### config.mk
export PLATFORM = sky130hd
export DESIGN_NAME = single_wire_debug_master_core
export DESIGN_NICKNAME = d
export VERILOG_FILES = /design/src/sv/sdm_pkg.sv /design/src/sv/sdm_cfg.sv /design/src/sv/sdm_engine.sv /design/src/sv/single_wire_debug_master_core.sv
export SDC_FILE = /design/constraint.sdc
export NUM_CORES = 1
export LEC_CHECK = 0
export ABC_AREA = 1
export BUFFER_PORTS_ARGS = -buffer_cell sky130_fd_sc_hd__buf_2
export CAP_MARGIN = 25
export CORE_UTILIZATION = 35
export CTS_BUF_LIST = sky130_fd_sc_hd__clkbuf_16
export CTS_CLUSTER_DIAMETER = 100
export DETAILED_ROUTE_END_ITERATION = 10
export GPL_TIMING_DRIVEN = 0
export SYNTH_ARGS = -nofsm -noshare
export SYNTH_HDL_FRONTEND = slang
export SYNTH_SLANG_ARGS = --single-unit
export TNS_END_PERCENT = 10
### constraint.sdc
create_clock -name clk -period 3.3 [get_ports clk]
set_input_delay 0.165 -clock clk [delete_from_list [all_inputs] [get_ports clk]]
set_output_delay 0.165 -clock clk [all_outputs]
set_load 0.02 [all_outputs]
### src/sv/sdm_pkg.sv
// Shared types, codes and helpers for the single-wire debug host.
package sdm_pkg;

	// Width of every timing register.
	localparam int unsigned CFG_W = 16;
	// Width of the register index on the configuration port.
	localparam int unsigned CFG_IDX_W = 3;

	// Configuration register indexes.
	localparam logic [CFG_IDX_W-1:0] REG_SHORT_LOW = 3'd0;
	localparam logic [CFG_IDX_W-1:0] REG_LONG_LOW  = 3'd1;
	localparam logic [CFG_IDX_W-1:0] REG_GAP       = 3'd2;
	localparam logic [CFG_IDX_W-1:0] REG_THRESHOLD = 3'd3;
	localparam logic [CFG_IDX_W-1:0] REG_TIMEOUT   = 3'd4;

	// Reset values of the timing registers.
	localparam logic [CFG_W-1:0] RST_SHORT_LOW = 16'd9;
	localparam logic [CFG_W-1:0] RST_LONG_LOW  = 16'd48;
	localparam logic [CFG_W-1:0] RST_GAP       = 16'd9;
	localparam logic [CFG_W-1:0] RST_THRESHOLD = 16'd8;
	localparam logic [CFG_W-1:0] RST_TIMEOUT   = 16'd144;

	// Operation codes of an input beat. Code 3 behaves as a tick.
	localparam int unsigned OP_W = 2;
	localparam logic [OP_W-1:0] OP_TICK  = 2'd0;
	localparam logic [OP_W-1:0] OP_WRITE = 2'd1;
	localparam logic [OP_W-1:0] OP_READ  = 2'd2;

	// Link phase.
	typedef enum logic [2:0] {
		PH_IDLE    = 3'd0,
		PH_TX_LOW  = 3'd1,
		PH_TX_GAP  = 3'd2,
		PH_RX_LOW  = 3'd3,
		PH_RX_WAIT = 3'd4
	} phase_t;

	// Timing registers as seen by the engine.
	typedef struct packed {
		logic [CFG_W-1:0] short_low;
		logic [CFG_W-1:0] long_low;
		logic [CFG_W-1:0] gap;
		logic [CFG_W-1:0] threshold;
		logic [CFG_W-1:0] timeout;
	} cfg_t;

	// Single-bit result flags of one beat.
	typedef struct packed {
		logic drive_low;
		logic busy;
		logic done;
		logic ok;
		logic rejected;
	} flags_t;

	// A length of zero counts as one tick.
	function automatic logic [CFG_W-1:0] at_least_one(input logic [CFG_W-1:0] v);
		return (v == '0) ? CFG_W'(1) : v;
	endfunction

endpackage

### src/sv/sdm_cfg.sv
// Timing register file of the single-wire debug host.
module sdm_cfg (
	input  logic                               clk,
	input  logic                               arst_n,
	input  logic                               wr_en,
	input  logic [sdm_pkg::CFG_IDX_W-1:0]      wr_index,
	input  logic [sdm_pkg::CFG_W-1:0]          wr_data,
	output sdm_pkg::cfg_t                      cfg
);

	sdm_pkg::cfg_t cfg_q;

	// Register writes; an index past the last register is dropped.
	always_ff @(posedge clk or negedge arst_n) begin
		if (!arst_n) begin
			cfg_q.short_low <= sdm_pkg::RST_SHORT_LOW;
			cfg_q.long_low  <= sdm_pkg::RST_LONG_LOW;
			cfg_q.gap       <= sdm_pkg::RST_GAP;
			cfg_q.threshold <= sdm_pkg::RST_THRESHOLD;
			cfg_q.timeout   <= sdm_pkg::RST_TIMEOUT;
		end else if (wr_en) begin
			case (wr_index)
				sdm_pkg::REG_SHORT_LOW: cfg_q.short_low <= wr_data;
				sdm_pkg::REG_LONG_LOW:  cfg_q.long_low  <= wr_data;
				sdm_pkg::REG_GAP:       cfg_q.gap       <= wr_data;
				sdm_pkg::REG_THRESHOLD: cfg_q.threshold <= wr_data;
				sdm_pkg::REG_TIMEOUT:   cfg_q.timeout   <= wr_data;
				default: ;
			endcase
		end
	end

	assign cfg = cfg_q;

endmodule

### src/sv/sdm_engine.sv
// Link state machine: advances the transfer by one beat per step strobe.
module sdm_engine #(
	parameter int unsigned ADDR_BITS = 7,
	parameter int unsigned DATA_BITS = 32
) (
	input  logic                          clk,
	input  logic                          arst_n,
	input  logic                          step,
	input  logic [sdm_pkg::OP_W-1:0]      op,
	input  logic                          line_level,
	input  logic [ADDR_BITS-1:0]          address,
	input  logic [DATA_BITS-1:0]          write_data,
	input  sdm_pkg::cfg_t                 cfg,
	output sdm_pkg::flags_t               flags,
	output logic [DATA_BITS-1:0]          read_data
);

	localparam int unsigned HDR_BITS   = ADDR_BITS + 2;
	localparam int unsigned FRAME_BITS = HDR_BITS + DATA_BITS;
	localparam int unsigned BIDX_W     = $clog2(FRAME_BITS + 1);
	localparam int unsigned CW         = sdm_pkg::CFG_W;

	localparam logic [BIDX_W-1:0] HDR_COUNT   = BIDX_W'(HDR_BITS);
	localparam logic [BIDX_W-1:0] FRAME_COUNT = BIDX_W'(FRAME_BITS);
	localparam logic [BIDX_W-1:0] DATA_COUNT  = BIDX_W'(DATA_BITS);

	sdm_pkg::phase_t         phase_q, phase_d;
	logic [CW-1:0]           tick_q, tick_d;
	logic [BIDX_W-1:0]       bit_q, bit_d;
	logic [FRAME_BITS-1:0]   frame_q, frame_d;
	logic [DATA_BITS-1:0]    rx_q, rx_d;
	logic                    is_read_q, is_read_d;

	logic                    is_cmd;
	logic [CW:0]             tick_inc;
	logic [CW-1:0]           low_lim;
	logic                    low_end, gap_end, rx_low_end;
	logic [BIDX_W-1:0]       bit_inc;
	logic                    last_tx_bit, last_rx_bit;
	logic                    timed_out;
	logic                    rx_bit;
	logic [DATA_BITS-1:0]    rx_shifted;
	logic                    done, ok, rej;

	// Shared conditions of the current beat.
	assign is_cmd      = (op == sdm_pkg::OP_WRITE) || (op == sdm_pkg::OP_READ);
	assign tick_inc    = {1'b0, tick_q} + (CW+1)'(1);
	assign low_lim     = frame_q[FRAME_BITS-1] ? cfg.short_low : cfg.long_low;
	assign low_end     = tick_inc >= {1'b0, sdm_pkg::at_least_one(low_lim)};
	assign gap_end     = tick_inc >= {1'b0, sdm_pkg::at_least_one(cfg.gap)};
	assign rx_low_end  = tick_inc >= {1'b0, sdm_pkg::at_least_one(cfg.short_low)};
	assign bit_inc     = bit_q + BIDX_W'(1);
	assign last_tx_bit = bit_inc >= (is_read_q ? HDR_COUNT : FRAME_COUNT);
	assign last_rx_bit = bit_inc >= DATA_COUNT;
	assign timed_out   = tick_q >= cfg.timeout;
	assign rx_bit      = tick_q < cfg.threshold;
	assign rx_shifted  = {rx_q[DATA_BITS-2:0], rx_bit};

	// Next phase.
	always_comb begin
		phase_d = phase_q;
		if (is_cmd) begin
			if (phase_q == sdm_pkg::PH_IDLE) begin
				phase_d = sdm_pkg::PH_TX_LOW;
			end
		end else begin
			case (phase_q)
				sdm_pkg::PH_IDLE: phase_d = sdm_pkg::PH_IDLE;
				sdm_pkg::PH_TX_LOW: begin
					if (low_end) phase_d = sdm_pkg::PH_TX_GAP;
				end
				sdm_pkg::PH_TX_GAP: begin
					if (gap_end) begin
						if (!last_tx_bit)   phase_d = sdm_pkg::PH_TX_LOW;
						else if (is_read_q) phase_d = sdm_pkg::PH_RX_LOW;
						else                phase_d = sdm_pkg::PH_IDLE;
					end
				end
				sdm_pkg::PH_RX_LOW: begin
					if (rx_low_end) phase_d = sdm_pkg::PH_RX_WAIT;
				end
				sdm_pkg::PH_RX_WAIT: begin
					if (line_level) begin
						phase_d = last_rx_bit ? sdm_pkg::PH_IDLE : sdm_pkg::PH_RX_LOW;
					end else if (timed_out) begin
						phase_d = sdm_pkg::PH_IDLE;
					end
				end
				default: phase_d = sdm_pkg::PH_IDLE;
			endcase
		end
	end

	// Counters, shift registers and result flags.
	always_comb begin
		tick_d    = tick_q;
		bit_d     = bit_q;
		frame_d   = frame_q;
		rx_d      = rx_q;
		is_read_d = is_read_q;
		done      = 1'b0;
		ok        = 1'b0;
		rej       = 1'b0;
		if (is_cmd) begin
			if (phase_q != sdm_pkg::PH_IDLE) begin
				rej = 1'b1;
			end else begin
				is_read_d = (op == sdm_pkg::OP_READ);
				frame_d   = {1'b1, address, !is_read_d,
				             is_read_d ? {DATA_BITS{1'b0}} : write_data};
				bit_d     = '0;
				tick_d    = '0;
				rx_d      = '0;
			end
		end else begin
			case (phase_q)
				sdm_pkg::PH_TX_LOW: begin
					tick_d = low_end ? '0 : tick_inc[CW-1:0];
				end
				sdm_pkg::PH_TX_GAP: begin
					tick_d = gap_end ? '0 : tick_inc[CW-1:0];
					if (gap_end) begin
						frame_d = {frame_q[FRAME_BITS-2:0], 1'b0};
						if (!last_tx_bit) begin
							bit_d = bit_inc;
						end else begin
							bit_d = '0;
							done  = !is_read_q;
						end
					end
				end
				sdm_pkg::PH_RX_LOW: begin
					tick_d = rx_low_end ? '0 : tick_inc[CW-1:0];
				end
				sdm_pkg::PH_RX_WAIT: begin
					if (line_level) begin
						rx_d   = rx_shifted;
						tick_d = '0;
						if (last_rx_bit) begin
							bit_d = '0;
							done  = 1'b1;
							ok    = 1'b1;
						end else begin
							bit_d = bit_inc;
						end
					end else if (timed_out) begin
						tick_d = '0;
						bit_d  = '0;
						done   = 1'b1;
					end else begin
						tick_d = tick_inc[CW-1:0];
					end
				end
				default: ;
			endcase
		end
	end

	// Result of this beat, taken from the phase it leaves behind.
	always_comb begin
		flags.drive_low = (phase_d == sdm_pkg::PH_TX_LOW) || (phase_d == sdm_pkg::PH_RX_LOW);
		flags.busy      = phase_d != sdm_pkg::PH_IDLE;
		flags.done      = done;
		flags.ok        = ok;
		flags.rejected  = rej;
		read_data       = ok ? rx_shifted : '0;
	end

	// Link state.
	always_ff @(posedge clk or negedge arst_n) begin
		if (!arst_n) begin
			phase_q   <= sdm_pkg::PH_IDLE;
			tick_q    <= '0;
			bit_q     <= '0;
			frame_q   <= '0;
			rx_q      <= '0;
			is_read_q <= 1'b0;
		end else if (step) begin
			phase_q   <= phase_d;
			tick_q    <= tick_d;
			bit_q     <= bit_d;
			frame_q   <= frame_d;
			rx_q      <= rx_d;
			is_read_q <= is_read_d;
		end
	end

endmodule

### src/sv/single_wire_debug_master_core.sv
// Top level of the single-wire debug host: beat registers around the link engine.
//
// Usage:
//   The input channel (in_valid / in_stall) carries one beat per timer tick or
//   command: op selects a tick, a write start or a read start; line_level is
//   the wire sampled at that tick; address and write_data go with a command.
//   Each input beat yields exactly one output beat (out_valid / out_stall)
//   with the wire drive, busy, done, read status, read word and reject flag.
//   Timing registers are written through wr_en / wr_index / wr_data; the user must
//   do so only while the host is idle (not enforced); indexes 5 to 7 are ignored.
// Pipeline and throughput:
//   A beat is captured in the input register, stepped through the engine and
//   held in the output register. One beat is taken every cycle while no held
//   result is stalled, set by the single engine update.
// Reset:
//   arst_n clears both beat registers, idles the link and loads default timings.
// Stall:
//   While out_stall holds a result, the engine freezes and the input register
//   still takes one more beat; once it is full, in_stall rises.
module single_wire_debug_master_core #(
	parameter int unsigned ADDR_BITS = 7,
	parameter int unsigned DATA_BITS = 32
) (
	input  logic                               clk,
	input  logic                               arst_n,
	// Input channel.
	input  logic                               in_valid,
	output logic                               in_stall,
	input  logic [sdm_pkg::OP_W-1:0]           op,
	input  logic                               line_level,
	input  logic [ADDR_BITS-1:0]               address,
	input  logic [DATA_BITS-1:0]               write_data,
	// Output channel.
	output logic                               out_valid,
	input  logic                               out_stall,
	output logic                               drive_low,
	output logic                               busy_res,
	output logic                               done_res,
	output logic                               read_ok,
	output logic [DATA_BITS-1:0]               read_data,
	output logic                               rejected,
	// Configuration port.
	input  logic                               wr_en,
	input  logic [sdm_pkg::CFG_IDX_W-1:0]      wr_index,
	input  logic [sdm_pkg::CFG_W-1:0]          wr_data
);

	sdm_pkg::cfg_t               cfg;
	sdm_pkg::flags_t             flags;
	logic [DATA_BITS-1:0]        rdata;

	logic                        valid_s1;
	logic [sdm_pkg::OP_W-1:0]    op_s1;
	logic                        level_s1;
	logic [ADDR_BITS-1:0]        addr_s1;
	logic [DATA_BITS-1:0]        wdata_s1;

	logic                        valid_s2;
	sdm_pkg::flags_t             flags_s2;
	logic [DATA_BITS-1:0]        rdata_s2;

	logic                        adv_s2, adv_s1, step;

	// Handshake: the output register moves unless a held result is stalled.
	assign adv_s2   = !valid_s2 || !out_stall;
	assign adv_s1   = !valid_s1 || adv_s2;
	assign step     = valid_s1 && adv_s2;
	assign in_stall = !adv_s1;

	sdm_cfg u_cfg (
		.clk      (clk),
		.arst_n   (arst_n),
		.wr_en    (wr_en),
		.wr_index (wr_index),
		.wr_data  (wr_data),
		.cfg      (cfg)
	);

	// Input beat register.
	always_ff @(posedge clk or negedge arst_n) begin
		if (!arst_n) begin
			valid_s1 <= 1'b0;
		end else if (adv_s1) begin
			valid_s1 <= in_valid;
		end
	end

	always_ff @(posedge clk) begin
		if (adv_s1 && in_valid) begin
			op_s1    <= op;
			level_s1 <= line_level;
			addr_s1  <= address;
			wdata_s1 <= write_data;
		end
	end

	sdm_engine #(
		.ADDR_BITS (ADDR_BITS),
		.DATA_BITS (DATA_BITS)
	) u_engine (
		.clk        (clk),
		.arst_n     (arst_n),
		.step       (step),
		.op         (op_s1),
		.line_level (level_s1),
		.address    (addr_s1),
		.write_data (wdata_s1),
		.cfg        (cfg),
		.flags      (flags),
		.read_data  (rdata)
	);

	// Output beat register.
	always_ff @(posedge clk or negedge arst_n) begin
		if (!arst_n) begin
			valid_s2 <= 1'b0;
		end else if (adv_s2) begin
			valid_s2 <= valid_s1;
		end
	end

	always_ff @(posedge clk) begin
		if (step) begin
			flags_s2 <= flags;
			rdata_s2 <= rdata;
		end
	end

	assign out_valid = valid_s2;
	assign drive_low = flags_s2.drive_low;
	assign busy_res  = flags_s2.busy;
	assign done_res  = flags_s2.done;
	assign read_ok   = flags_s2.ok;
	assign read_data = rdata_s2;
	assign rejected  = flags_s2.rejected;

`ifndef NO_ASSERTIONS
	// A finished transfer leaves the link idle and released.
	a_done_idle: assert property (@(posedge clk) disable iff (!arst_n)
		out_valid && done_res |-> !busy_res && !drive_low)
		else $error("transfer finished while link still busy");

	// A good read status only comes with the finishing beat.
	a_ok_done: assert property (@(posedge clk) disable iff (!arst_n)
		out_valid && read_ok |-> done_res && !rejected)
		else $error("read status without finished transfer");

	// The read word is zero unless a read completed.
	a_rdata_zero: assert property (@(posedge clk) disable iff (!arst_n)
		out_valid && !read_ok |-> read_data == '0)
		else $error("read word nonzero without completed read");

	// A command is rejected only while the link is busy; it leaves the link busy and unfinished.
	a_reject_busy: assert property (@(posedge clk) disable iff (!arst_n)
		out_valid && rejected |-> busy_res && !done_res)
		else $error("command rejected while link idle");

	// A stalled engine holds its state, so the input side must stall once full.
	a_stall_full: assert property (@(posedge clk) disable iff (!arst_n)
		in_stall |-> valid_s1 && valid_s2 && out_stall)
		else $error("input stalled with room in the pipeline");
`endif

endmodule

==> metrics.cfg <==
[die]
start_util=0.358
coreArea_um2=35700
fp.dieW_um=193
dieArea_um2=37300
ios=105
die_y_um=193
rows=69

[clocking]
clk_pin_slew_ps=60
ctsLongestPathBuffers=3
cts_tree=yes
cts_buffers=29
cts_sinks=259
worstSkewPairLatency_ps=570
clock_tree.root_cell=clkbuf_16
h-tree-depth=1

[critical_path]
crit_arrival_ps=3700
cp-start-kind=flip-flop
worstPathRequired_ps=3790
cp_max_fo=6
crit_type=reg2reg
endpoint_kind=flip-flop

[sta]
min_period_ps=3210
finalWorstSetupSlack_ps=90.0
finalClockSkew_ps=9.73
relSlewSlack=0.393
rsz0062_at_grt=true
fin_crit_sh=0.973
slew_viol_final=0
final-hold-violation-count=0
worst_pin_slew_ps=910
fmax_mhz=312
setup_violations=0

[synth]
synth_nets=1568
synthArstFlopShare=0.695
synth.distinct_cells=40
ys_seq_elements=259
syn_area_um2=12800
synth_edf_count=79
synthCells=1418
ys.flop_type=dfrtp_1
yosysWarningCount=0
yosysSeqAreaShare=0.538
syn_avg_cell_area_um2=9.02

[placed_design]
port_buffers=104
dpl-instance-area_um2=14000
dp_hpwl_um=22800
place_congestion=0.881
pre_cts_slack_ps=-491

[global_route]
antenna_found_initial=0
overflow=0
grt_max_degree=108
grt_pass1_vias=9874
grt_pass1_wl_um=50900
grt_use_total=0.173

[cells_and_area]
finalInstanceArea_um2=16000
fin_util=0.449
layout-drive-gt1-share=0.156
diodes=0
synthToLayoutAreaGrowth_pct=25.4
fin_nets=1776

[power]
vdd.ir_drop.worst_v=0.000467
pwr_density_cell_nw_per_um2=628
power.leakage_nw=7.57
power_w=0.0101

[detailed_routing]
avgViaCountPerCell=4.87
drc=0
vias=10279
dr.pass1.iters=7
initialDrtViolationCount=663
routedWlPerCell_um=15.2
totalWireLength_um=32200
ant_nets=0

[run_status]
status=finished, final reports clean

[flow_run]
drv_cap=0

[min_path]
hold_class=in2reg

sequential cells by signal, summed over array words and instances, names as in the netlist, 3 cells and up:
| register | count |
|---|---|
| u_cfg.cfg | 80 |
| u_engine.frame_q | 41 |
| read_data | 32 |
| wdata_s1 | 32 |
| u_engine.rx_q | 31 |
| u_engine.tick_q | 16 |
| addr_s1 | 7 |
| u_engine.bit_q | 6 |
| u_engine.phase_q | 3 |
where the power goes:
group / switching (W) / internal (W)
Sequential: 0.000298 / 0.00392
Clock: 0.00133 / 0.00192
Combinational: 0.00162 / 0.000975
layout by cell type (no fill, tap or decap), types with 12 or more instances in the layout:
cell	instances
nand2_1	316
inv_1	221
o21ai_0	177
dfrtp_1	163
buf_2	107
edfxtp_1	79
ha_1	77
nor2_1	75
dlygate4sd3_1	53
nand3_1	37
a21oi_1	37
clkbuf_1	33
o22ai_1	31
clkbuf_16	31
nand4_1	23
buf_4	16
nor4_1	12
o211ai_1	12
cell families after synthesis:
| kind of cell | Yosys count | share of synthesized area |
|---|---|---|
| and+or+nand+nor | 500 | 0.163 |
| AOI/OAI and AO/OA | 289 | 0.125 |
| buffers and inverters | 274 | 0.0836 |
| DFF | 259 | 0.538 |
| adders and majority gates | 84 | 0.0822 |
| xor gates and xnor gates | 12 | 0.00822 |
worst paths after layout:
check	from	end	slack, ps	cells after the start
max in group asynchronous	arst_n	u_engine.tick_q[8]	2210	3
max	u_engine.tick_q[1]	u_engine.frame_q[35]	90	20
min reg2reg	u_cfg.cfg[20]	u_cfg.cfg[20]	480	2
min	wr_data[9]	u_cfg.cfg[25]	9	3
max reg2reg	u_engine.tick_q[1]	u_engine.frame_q[35]	90	20
min in group asynchronous	arst_n	u_cfg.cfg[36]	150	2
cell usage after synthesis, types with 5 or more instances:
master | n | area [um^2]
nand2_1 | 321 | 1200
xor2_1 | 5 | 43.8
o21ai_0 | 187 | 936
nor2_1 | 78 | 293
dfrtp_1 | 171 | 4280
nor2_2 | 5 | 31.3
ha_1 | 84 | 1050
edfxtp_1 | 79 | 2370
a21oi_1 | 38 | 190
clkbuf_1 | 33 | 124
o22ai_1 | 32 | 200
buf_4 | 6 | 45.0
buf_2 | 9 | 45.0
inv_1 | 221 | 830
nand4_1 | 23 | 144
dfstp_2 | 9 | 236
nor3_1 | 10 | 50.1
o211ai_1 | 12 | 90.1
nor4_1 | 13 | 81.3
xnor2_1 | 7 | 61.3
nand3_1 | 41 | 205
layout make-up:
type	instances	area (um^2)
fill	3460	19700
multi-input combinational	885	5170
buffer	49	288
clock buffer	29	726
timing repair buffer	177	1300
inverter	225	845
tap	461	577
clock inverter	25	240
sequential	259	6900
layer usage:
layer  share of wire  track usage  vias up
met3           0.042       0.0195       58
met1            0.46        0.236     4900
met4           0.028       0.0589        0
met5               0            0        -
met2            0.48        0.286      219
li1                -            -     5102
repair_timing:
| action | 4_1_cts | 5_1_grt |
|---|---|---|
| endpoints found under the hold margin | 141 | 0 |
| pin swaps | 3 | 18 |
| hold buffers | 53 | 0 |
| setup buffers | 7 | 10 |
| gates cloned | 0 | 2 |
| endpoints found under the setup margin | 69 | 68 |
| resized for setup | 17 | 77 |
worst max-delay path, cell delays in order, from the launching register on:
cell and delay [ps]:
dfrtp_2 400, buf_4 130, nand3_2 110, nor2_4 190, nand4_1 160, buf_4 180, o22ai_2 170, inv_2 90
ha_1 280, nand2_1 50, inv_1 70, nand4_1 120, o21ai_1 150, nand2_1 100, nand3_2 110, nand2_4 70
a21oi_4 240, buf_12 170, buf_12 110, o211ai_1 90, o21ai_1 110
metrics by stage:
stage	std cells	setup TNS, ps	hold slack [ps]
global route	2110	-1660	14.1
finish	2110	0	9.13
detailed placement	1985	-25150	186
global placement	1983	-234560	342
CTS	2099	-10.4	4.34
floorplan	1418	0	-131
No activity file was read; power rests on OpenSTA's default activity.
